==> src/hw/rtl/rtt_pkg.sv <==
// ----------------------------------------------------------------------------
// rtt_pkg
// Shared constants, codes and controller/datapath interface types for the
// retransmit timer table.
// ----------------------------------------------------------------------------
`default_nettype none

package rtt_pkg;

	localparam int ENTRIES = 16;
	localparam int IDX_W   = (ENTRIES > 1) ? $clog2(ENTRIES) : 1;
	localparam int MAX_OUT = 16;
	localparam int CNT_W   = (MAX_OUT > 1) ? $clog2(MAX_OUT) : 1;

	// command codes
	localparam logic [2:0] CMD_INSERT = 3'd0;
	localparam logic [2:0] CMD_ACK    = 3'd1;
	localparam logic [2:0] CMD_CUM    = 3'd2;
	localparam logic [2:0] CMD_MARK   = 3'd3;
	localparam logic [2:0] CMD_DROP   = 3'd4;
	localparam logic [2:0] CMD_POLL   = 3'd5;

	// configuration register indexes
	localparam logic [2:0] CFG_MAX_BUF = 3'd0;
	localparam logic [2:0] CFG_MAX_RET = 3'd1;
	localparam logic [2:0] CFG_FACTOR  = 3'd2;
	localparam logic [2:0] CFG_MIN_RTO = 3'd3;
	localparam logic [2:0] CFG_MAX_RTO = 3'd4;
	localparam logic [2:0] CFG_INIT    = 3'd5;
	localparam logic [2:0] CFG_ALPHA   = 3'd6;
	localparam logic [2:0] CFG_BETA    = 3'd7;

	// register reset values
	localparam logic [19:0] RST_MAX_BUF = 20'd1048575;
	localparam logic [3:0]  RST_MAX_RET = 4'd5;
	localparam logic [11:0] RST_FACTOR  = 12'd512;
	localparam logic [23:0] RST_MIN_RTO = 24'd200;
	localparam logic [23:0] RST_MAX_RTO = 24'd60000;
	localparam logic [23:0] RST_INIT    = 24'd1000;
	localparam logic [15:0] RST_ALPHA   = 16'd8192;
	localparam logic [15:0] RST_BETA    = 16'd16384;

	localparam logic [23:0] MASK24      = 24'hFFFFFF;
	localparam logic [39:0] BACKOFF_SAT = 40'hFF_FFFF_FFFF;
	localparam logic [4:0]  RETRY_MAX   = 5'd31;

	// RTT update step codes
	typedef logic [3:0] rtt_op_t;
	localparam rtt_op_t RO_NONE  = 4'd0;
	localparam rtt_op_t RO_SAMP  = 4'd1;
	localparam rtt_op_t RO_FIRST = 4'd2;
	localparam rtt_op_t RO_M1    = 4'd3;
	localparam rtt_op_t RO_M2    = 4'd4;
	localparam rtt_op_t RO_M3    = 4'd5;
	localparam rtt_op_t RO_M4    = 4'd6;
	localparam rtt_op_t RO_M5    = 4'd7;
	localparam rtt_op_t RO_CLAMP = 4'd8;

	// controller to datapath
	typedef struct packed {
		logic    load;
		logic    scan_clr;
		logic    scan_step;
		logic    insert;
		logic    remove;
		logic    mark_inc;
		logic    bo_init;
		logic    bo_step;
		logic    bo_commit;
		logic    poll_push;
		logic    emit;
		logic    emit_ok;
		logic    emit_pend;
		rtt_op_t rtt_op;
	} dp_cmd_t;

	// datapath to controller
	typedef struct packed {
		logic [2:0] cmd;
		logic       scan_last;
		logic       found;
		logic       rtt_seen;
		logic       retry_zero;
		logic       retry_over;
		logic       bo_done;
		logic       out_free;
		logic       poll_full;
	} dp_sts_t;

endpackage

`default_nettype wire

==> src/hw/rtl/rtt_ctrl.sv <==
// ----------------------------------------------------------------------------
// rtt_ctrl
// Sequencer for the timer table: scans, decisions, RTT update steps,
// backoff iterations and result beats.
// ----------------------------------------------------------------------------
`default_nettype none

module rtt_ctrl (
	input  wire logic             clk,
	input  wire logic             arst_n,
	input  wire logic             in_accept,
	input  wire logic [2:0]       in_cmd,
	input  wire rtt_pkg::dp_sts_t sts,
	output rtt_pkg::dp_cmd_t      c,
	output logic                  idle
);
	import rtt_pkg::*;

	localparam logic [4:0] S_IDLE   = 5'd0;
	localparam logic [4:0] S_SCAN   = 5'd1;
	localparam logic [4:0] S_DECIDE = 5'd2;
	localparam logic [4:0] S_RSAMP  = 5'd3;
	localparam logic [4:0] S_RFIRST = 5'd4;
	localparam logic [4:0] S_R1     = 5'd5;
	localparam logic [4:0] S_R2     = 5'd6;
	localparam logic [4:0] S_R3     = 5'd7;
	localparam logic [4:0] S_R4     = 5'd8;
	localparam logic [4:0] S_R5     = 5'd9;
	localparam logic [4:0] S_RCLAMP = 5'd10;
	localparam logic [4:0] S_REMX   = 5'd11;
	localparam logic [4:0] S_BOCHK  = 5'd12;
	localparam logic [4:0] S_BO     = 5'd13;
	localparam logic [4:0] S_BOC    = 5'd14;
	localparam logic [4:0] S_POLLF  = 5'd15;
	localparam logic [4:0] S_EMIT   = 5'd16;
	localparam logic [4:0] S_EMITP  = 5'd17;

	logic [4:0] state_q, state_d;
	logic       ok_q, ok_d;

	assign idle = (state_q == S_IDLE);

	// next state and datapath commands
	always_comb begin
		c       = '0;
		state_d = state_q;
		ok_d    = ok_q;
		case (state_q)
			S_IDLE: begin
				if (in_accept) begin
					c.load     = 1'b1;
					c.scan_clr = 1'b1;
					if (in_cmd <= CMD_POLL) begin
						state_d = S_SCAN;
					end else begin
						ok_d    = 1'b0;
						state_d = S_EMIT;
					end
				end
			end
			S_SCAN: begin
				c.scan_step = 1'b1;
				if (sts.scan_last) state_d = S_DECIDE;
			end
			S_DECIDE: begin
				case (sts.cmd)
					CMD_INSERT: begin
						c.insert = sts.found;
						ok_d     = sts.found;
						state_d  = S_EMIT;
					end
					CMD_ACK, CMD_CUM: begin
						if (sts.found) begin
							state_d = sts.retry_zero ? S_RSAMP : S_REMX;
						end else begin
							ok_d    = (sts.cmd == CMD_CUM);
							state_d = S_EMIT;
						end
					end
					CMD_MARK: begin
						if (sts.found) begin
							c.mark_inc = 1'b1;
							state_d    = S_BOCHK;
						end else begin
							ok_d    = 1'b0;
							state_d = S_EMIT;
						end
					end
					CMD_DROP: begin
						if (sts.found) begin
							state_d = S_REMX;
						end else begin
							ok_d    = 1'b0;
							state_d = S_EMIT;
						end
					end
					CMD_POLL: begin
						state_d = sts.found ? S_POLLF : S_EMITP;
					end
					default: begin
						ok_d    = 1'b0;
						state_d = S_EMIT;
					end
				endcase
			end
			S_RSAMP: begin
				c.rtt_op = RO_SAMP;
				state_d  = sts.rtt_seen ? S_R1 : S_RFIRST;
			end
			S_RFIRST: begin
				c.rtt_op = RO_FIRST;
				state_d  = S_RCLAMP;
			end
			S_R1: begin
				c.rtt_op = RO_M1;
				state_d  = S_R2;
			end
			S_R2: begin
				c.rtt_op = RO_M2;
				state_d  = S_R3;
			end
			S_R3: begin
				c.rtt_op = RO_M3;
				state_d  = S_R4;
			end
			S_R4: begin
				c.rtt_op = RO_M4;
				state_d  = S_R5;
			end
			S_R5: begin
				c.rtt_op = RO_M5;
				state_d  = S_RCLAMP;
			end
			S_RCLAMP: begin
				c.rtt_op = RO_CLAMP;
				state_d  = S_REMX;
			end
			S_REMX: begin
				c.remove = 1'b1;
				if (sts.cmd == CMD_CUM) begin
					c.scan_clr = 1'b1;
					state_d    = S_SCAN;
				end else begin
					ok_d    = 1'b1;
					state_d = S_EMIT;
				end
			end
			S_BOCHK: begin
				if (sts.retry_over) begin
					ok_d    = 1'b0;
					state_d = S_EMIT;
				end else begin
					c.bo_init = 1'b1;
					state_d   = S_BO;
				end
			end
			S_BO: begin
				if (sts.bo_done) state_d = S_BOC;
				else c.bo_step = 1'b1;
			end
			S_BOC: begin
				c.bo_commit = 1'b1;
				ok_d        = 1'b1;
				state_d     = S_EMIT;
			end
			S_POLLF: begin
				// hand the previous due entry out, hold the new one back
				if (sts.out_free) begin
					c.poll_push = 1'b1;
					if (sts.poll_full) begin
						state_d = S_EMITP;
					end else begin
						c.scan_clr = 1'b1;
						state_d    = S_SCAN;
					end
				end
			end
			S_EMIT: begin
				if (sts.out_free) begin
					c.emit    = 1'b1;
					c.emit_ok = ok_q;
					state_d   = S_IDLE;
				end
			end
			S_EMITP: begin
				if (sts.out_free) begin
					c.emit      = 1'b1;
					c.emit_pend = 1'b1;
					state_d     = S_IDLE;
				end
			end
			default: state_d = S_IDLE;
		endcase
	end

	always_ff @(posedge clk or negedge arst_n) begin
		if (!arst_n) begin
			state_q <= S_IDLE;
			ok_q    <= 1'b0;
		end else begin
			state_q <= state_d;
			ok_q    <= ok_d;
		end
	end

endmodule

`default_nettype wire

==> config.mk <==
export PLATFORM = sky130hd
export DESIGN_NAME = rtt_ctrl
export DESIGN_NICKNAME = d
export VERILOG_FILES = /design/src/hw/rtl/rtt_pkg.sv /design/src/hw/rtl/rtt_ctrl.sv
export SDC_FILE = /design/constraint.sdc
export NUM_CORES = 1
export LEC_CHECK = 0
export ABC_CLOCK_PERIOD_IN_PS = 2200
export BUFFER_PORTS_ARGS = -buffer_cell sky130_fd_sc_hd__buf_2
export CAP_MARGIN = 5
export CORE_MARGIN = 2
export CORE_UTILIZATION = 41
export CTS_BUF_LIST = sky130_fd_sc_hd__clkbuf_16
export CTS_CLUSTER_DIAMETER = 120
export DETAILED_ROUTE_END_ITERATION = 16
export GPL_ROUTABILITY_DRIVEN = 0
export PLACE_DENSITY_LB_ADDON = 0.15
export SETUP_SLACK_MARGIN = 0.2
export SYNTH_ARGS = -nofsm -noshare
export SYNTH_HDL_FRONTEND = slang
export SYNTH_SLANG_ARGS = --single-unit
==> constraint.sdc <==
create_clock -name clk -period 2.2 [get_ports clk]
set_input_delay 0 -clock clk [delete_from_list [all_inputs] [get_ports clk]]
set_output_delay 0 -clock clk [all_outputs]
set_load 0.005 [all_outputs]
==> impl_metrics.tcl, run 1 <==
set metrics [dict create \
    multiInputGateArea_um2 635.6 \
    pin_count 35 \
    detail_route.drc_violations 0 \
    clk_pin_slew_ns 0.03 \
    first_pass_grt_wire_length_mm 4.374 \
    uppermost_layer_routed "met4" \
    cts_tree "done" \
    post_layout_minimum_cycle_time_ns 1.893 \
    final_setup_viols 0 \
    power_mw 1.282 \
    worstHoldStart "sts[1]" \
    synth.yosys.seq_area_share_pct 17.19 \
    achievable-frequency_ghz 0.5281 \
    number_of_enable_flip_flop_cells_after_synthesis 0 \
    grt_max_degree 15 \
    leakage_nw 0.5569 \
    dr_total_vias 1036 \
    final_common_cell "sky130_fd_sc_hd__buf_2" \
    worstPathMaxFanout 7 \
    initial_standard_cell_utilization_of_the_core_pct 44.07 \
    via_per_inst 5.692 \
    layout_stage_area_growth_over_the_synthesis_result_pct 32.66 \
    std_cell_rows 16 \
    final-hold-violation-count 0 \
    core_area_um2 1982 \
    reg2reg_to "ok_q" \
    status "finished, final reports clean" \
    ff_latch_area_um2 152.6 \
    fin_setup_tns_ns 0 \
    cts_post_setup_buffers_inserted 0 \
    synthesis.area_um2 873.3 \
    count_of_pins_over_their_slew_limit 0 \
    chipWidth_um 50.15 \
    share_of_post_route_cells_with_drive_strength_above_1_pct 31.61 \
    critPathRequiredTime_ns 2.30 \
    globalRouteOverflowTotal 0 \
    critPathKind "reg2reg" \
    tritoncts_num_sinks 6 \
    grt.total_usage_pct 22.30 \
    dr_wl_met3_um 176 \
    drt_iter0_markers 31 \
    wl_met2_mm 1.171 \
    drt_pre_antenna_iters 4 \
    max_slew_margin_pct 66.33 \
    htree_num_levels 1 \
    vdd_ir_drop_max_uv 748.7 \
    max-cap-violations 0 \
    dp.final_hpwl_mm 2.067 \
    grt_setup_unrepaired "false" \
    timing.final.crit_share_pct 86.07 \
    postSynthCellCount 122 \
    die_area_um2 2515 \
    powerDensity_nw_per_um2 1107 \
    grt_antenna_before_repair 0 \
    worst_setup_slack_for_register_to_register_paths_ns 0.31 \
    reg2reg_from "state_q[4]" \
    holdPathStages 2 \
    worst_hold_path_class "in2reg" \
    drt.antenna.violating_nets 0 \
    worstSetupStartpointType "register" \
    grt_pass1_vias 981 \
    ys_types 45 \
    critical_path_arrival_ns 2.00 \
    postSynthNetCount 139 \
    ys_seq_elements 6 \
    cts-buffers-inserted 3 \
    worst_setup_path_end_kind "register" \
    final.fill_count 182 \
    synth.yosys.warnings 0 \
    final_cell_mix "33 x sky130_fd_sc_hd__buf_2, 13 x sky130_fd_sc_hd__inv_1, 8 x sky130_fd_sc_hd__nand2_1" \
    cts.root.buffer_cell "sky130_fd_sc_hd__clkbuf_16" \
    drt-met1-wl_mm 1.176 \
    holdPathEnd "state_q[4]" \
    ys.flop_type "sky130_fd_sc_hd__dfrtp_1" \
    synth_area_per_cell_um2 7.159 \
    finalNetCount 174 \
    clock_latency_ns 0.23 \
    placement.io_buffers 33 \
    routed_wire_length_per_instance_um 14.18 \
    r2r.worst_path.cells 5 \
    antenna-diode-count 0 \
    postRouteWirelength_mm 2.581 \
    postSynth.asyncResetShare_pct 100.0 \
    max-clock-path-buffers 2 \
    fp.dieH_um 50.15 \
    worst_pin_slew_ns 0.5040 \
    clock-skew-final_ns 0.002627 \
]
[per-stage QoR]
step	instances	util [%]	setup WS, ns	area [um^2]	hold WS, ns
2_1_floorplan	122	-	0.4803	873.3	-0.2956
3_3_place_gp	178	53.66	0.2860	1064	-0.1750
5_1_grt	182	58.46	0.2504	1159	0.01704
3_5_place_dp	178	53.66	0.2229	1064	-0.1701
4_1_cts	182	57.95	0.2121	1149	0.003847
6_report	182	58.46	0.3065	1159	0.008714
[cells by family (layout without fill, tap and decap cells)]
| logic type | after synthesis | after routing | synth area share [%] |
|---|---|---|---|
| simple gates | 53 | 53 | 35.82 |
| buf+inv | 22 | 55 | 10.89 |
| mux | 1 | 1 | 1.289 |
| fa+ha+maj | 2 | 2 | 2.292 |
| xor+xnor | 5 | 5 | 5.015 |
| flops | 6 | 6 | 17.19 |
| compound gates | 33 | 33 | 27.51 |
[what timing repair did]
item,in CTS,in global routing
setup endpoints to repair,0,1
hold endpoints to repair,6,0
hold buffers,1,0
gates resized for setup,0,4
[synth_stat cells, types with 2 or more instances]
| library cell | count | area, um^2 |
|---|---|---|
| sky130_fd_sc_hd__inv_1 | 13 | 48.80 |
| sky130_fd_sc_hd__nand2_1 | 8 | 30.03 |
| sky130_fd_sc_hd__buf_2 | 7 | 35.03 |
| sky130_fd_sc_hd__nor2_1 | 7 | 26.28 |
| sky130_fd_sc_hd__nor2b_1 | 7 | 43.79 |
| sky130_fd_sc_hd__nor3_1 | 7 | 35.03 |
| sky130_fd_sc_hd__dfrtp_1 | 6 | 150.1 |
| sky130_fd_sc_hd__o21ai_0 | 6 | 30.03 |
| sky130_fd_sc_hd__nand3_1 | 5 | 25.02 |
| sky130_fd_sc_hd__a21oi_1 | 4 | 20.02 |
| sky130_fd_sc_hd__o22ai_1 | 4 | 25.02 |
| sky130_fd_sc_hd__a22oi_1 | 3 | 22.52 |
| sky130_fd_sc_hd__a31oi_1 | 3 | 18.77 |
| sky130_fd_sc_hd__and3_1 | 3 | 18.77 |
| sky130_fd_sc_hd__nand2b_1 | 3 | 18.77 |
| sky130_fd_sc_hd__xnor2_1 | 3 | 26.28 |
| sky130_fd_sc_hd__and2_1 | 2 | 12.51 |
| sky130_fd_sc_hd__maj3_1 | 2 | 20.02 |
| sky130_fd_sc_hd__o211ai_1 | 2 | 15.01 |
| sky130_fd_sc_hd__xor2_1 | 2 | 17.52 |
[worst max path at each step]
stage | startpoint | end | slack (ns)
floorplan | state_q[2] | ok_q | 0.48
global placement | state_q[1] | ok_q | 0.29
detailed placement | state_q[1] | ok_q | 0.22
CTS | state_q[1] | ok_q | 0.21
global route | state_q[4] | ok_q | 0.25
finish | state_q[4] | ok_q | 0.31
[area by class of cell]
| cell class | count | share of cell area [%] |
|---|---|---|
| multi-input combinational | 94 | 54.86 |
| timing repair buffer | 39 | 18.36 |
| sequential | 6 | 13.17 |
| clock buffer | 3 | 6.479 |
| inverter | 13 | 4.212 |
| tap | 27 | 2.916 |
[critical path: stages (launching register included)]
cell	delay, ns
sky130_fd_sc_hd__dfrtp_1	0.47
sky130_fd_sc_hd__or3b_1	0.45
sky130_fd_sc_hd__or3_4	0.36
sky130_fd_sc_hd__o2111ai_2	0.09
sky130_fd_sc_hd__nor4_2	0.09
sky130_fd_sc_hd__mux2_1	0.32
[registers in the layout, indices dropped and copies added, names as in the netlist]
name,cells
state_q,5
ok_q,1
[power by group]
part	switching [mW]	internal (mW)	total, mW	leakage [nW]
sequential	0.0822	0.148	0.230	0.0780
combinational	0.407	0.353	0.760	0.442
clock	0.0598	0.233	0.293	0.0370
total	0.549	0.734	1.28	0.557
[layer usage]
| layer | up-vias | GRT usage (%) |
|---|---|---|
| met1 | 476 | 30.81 |
| met5 | - | 0 |
| met2 | 44 | 33.33 |
| li1 | 512 | - |
| met3 | 4 | 6.250 |
| met4 | 0 | 6.944 |
Note: power is estimated with default switching activity, not from simulation.
==> inputs of run 2 (changes only) <==
Settings changed: PLACE_DENSITY set to 0.76, PLACE_DENSITY_LB_ADDON 0.15 to not set.
==> run 2 against run 1 <==
Clock skew about the same; largest cell class unchanged; global-route usage down 0.85 points; sequential power about the same; critical endpoint unchanged; cell count unchanged; highest routed layer unchanged.
==> impl_metrics.tcl, run 2 (synthesized netlist as in run 1, its figures left out) <==
set metrics [dict create \
    status "finished, final reports clean" \
    dp.final_hpwl_mm 2.068 \
    clk_pin_slew_ns 0.03 \
    core_area_um2 1982 \
    globalRouteOverflowTotal 0 \
    final.fill_count 205 \
    critPathKind "reg2reg" \
    postRouteWirelength_mm 2.671 \
    initial_standard_cell_utilization_of_the_core_pct 44.07 \
    achievable-frequency_ghz 0.5210 \
    critical_path_arrival_ns 2.02 \
    drt.antenna.violating_nets 0 \
    numPlacedInstances 178 \
    cts-buffers-inserted 3 \
    whs_ns 0.008307 \
    vdd_ir_drop_max_uv 1108 \
    tritoncts_num_sinks 6 \
    first_pass_grt_wire_length_mm 4.257 \
    final_setup_viols 0 \
    postLayoutCellArea_um2 1156 \
    finalNetCount 174 \
    clock-skew-final_ns 0.002835 \
    cts_post_setup_buffers_inserted 0 \
    final_cell_mix "33 x sky130_fd_sc_hd__buf_2, 13 x sky130_fd_sc_hd__inv_1, 8 x sky130_fd_sc_hd__nand2_1" \
    finalCoreUtilization_pct 58.33 \
    postPlaceCellArea_um2 1064 \
    die_area_um2 2515 \
    largest_register_ff_count 5 \
    timing.final.crit_share_pct 87.24 \
    max-cap-violations 0 \
    count_of_pins_over_their_slew_limit 0 \
    grt_pass1_vias 983 \
    post_layout_minimum_cycle_time_ns 1.919 \
    final_common_cell "sky130_fd_sc_hd__buf_2" \
    powerDensity_nw_per_um2 1108 \
    worst_pin_slew_ns 0.5865 \
    reg_top3 "state_q: 5 flops, ok_q: 1 flops" \
    htree_num_levels 1 \
    worst_setup_path_end_kind "register" \
    final-hold-violation-count 0 \
    fin_cells 182 \
    drt_pre_antenna_iters 4 \
    cts.root.buffer_cell "sky130_fd_sc_hd__clkbuf_16" \
    worst_hold_path_class "in2reg" \
    pin_count 35 \
    largest_register "state_q" \
    dr_total_vias 1044 \
    drt_iter0_markers 16 \
    worstPathMaxFanout 9 \
    detail_route.drc_violations 0 \
    grt_antenna_before_repair 0 \
    leakage_nw 0.5646 \
    multiInputGateArea_um2 635.6 \
    max_slew_margin_pct 60.82 \
    grt_setup_unrepaired "false" \
    critPathRequiredTime_ns 2.30 \
    std_cell_rows 16 \
    placement.io_buffers 33 \
    via_per_inst 5.736 \
    chipWidth_um 50.15 \
    worstSetupStartpointType "register" \
    clock_latency_ns 0.23 \
    antenna-diode-count 0 \
    fp.dieH_um 50.15 \
    grt.total_usage_pct 21.45 \
    ff_latch_area_um2 150.1 \
    layout_stage_area_growth_over_the_synthesis_result_pct 32.38 \
    fin_setup_tns_ns 0 \
    routed_wire_length_per_instance_um 14.68 \
    share_of_post_route_cells_with_drive_strength_above_1_pct 30.97 \
    cts_tree "done" \
    max-clock-path-buffers 2 \
    grt_max_degree 13 \
]
==> run 2: cell counts in the layout (fill, tap and decap cells not counted) <==
Identical to the previous run, type by type.
==> run 2: layout make-up <==
cell class / instances / area share, %
clock buffers: 3 / 6.493
inverters: 13 / 4.221
multi-input cells: 94 / 54.98
flip-flops and latches: 6 / 12.99
well taps: 27 / 2.922
repair buffers: 39 / 18.40
==> run 2: through the flow <==
step                power [mW]  setup slack [ns]
finish                   1.281            0.2807
global route             1.376            0.2030
CTS                      1.264            0.3076
detailed placement      0.9677            0.3081
global placement        0.9459            0.3342
floorplan               0.7429            0.4803
==> run 2: final timing paths <==
path	startpoint	to	slack [ns]	depth (start not counted)
setup / recovery	state_q[2]	ok_q	0.28	5
hold / removal	sts[1]	state_q[4]	0.008	2
setup reg to reg	state_q[2]	ok_q	0.28	5
hold reg to reg	ok_q	ok_q	0.53	1
max in group asynchronous	arst_n	ok_q	1.90	2
min in group asynchronous	arst_n	state_q[4]	0.16	2
==> run 2: per-layer routing <==
metal | up-vias | global-route usage (%) | wire [um]
met2 | 48 | 35.53 | 1266
met4 | 0 | 6.019 | 36
met5 | - | 0 | 0
met1 | 481 | 27.59 | 1195
met3 | 4 | 5.060 | 173
li1 | 511 | - | -
==> run 2: where the power goes <==
group / internal (mW) / leakage, nW / switching (mW)
sequential: 0.146 / 0.0812 / 0.0823
combinational: 0.348 / 0.446 / 0.413
clock: 0.233 / 0.0370 / 0.0589
==> run 2: what timing repair did <==
item	CTS	global route
hold endpoints to repair	6	0
hold buffers	1	0
gates resized for setup	0	2
setup endpoints to repair	0	2
==> run 2: critical path, stage by stage (launching register included) <==
cell and delay (ns):
sky130_fd_sc_hd__dfrtp_1 0.50, sky130_fd_sc_hd__or3b_1 0.44, sky130_fd_sc_hd__or3_4 0.36, sky130_fd_sc_hd__o2111ai_2 0.09, sky130_fd_sc_hd__nor4_2 0.09, sky130_fd_sc_hd__mux2_1 0.31
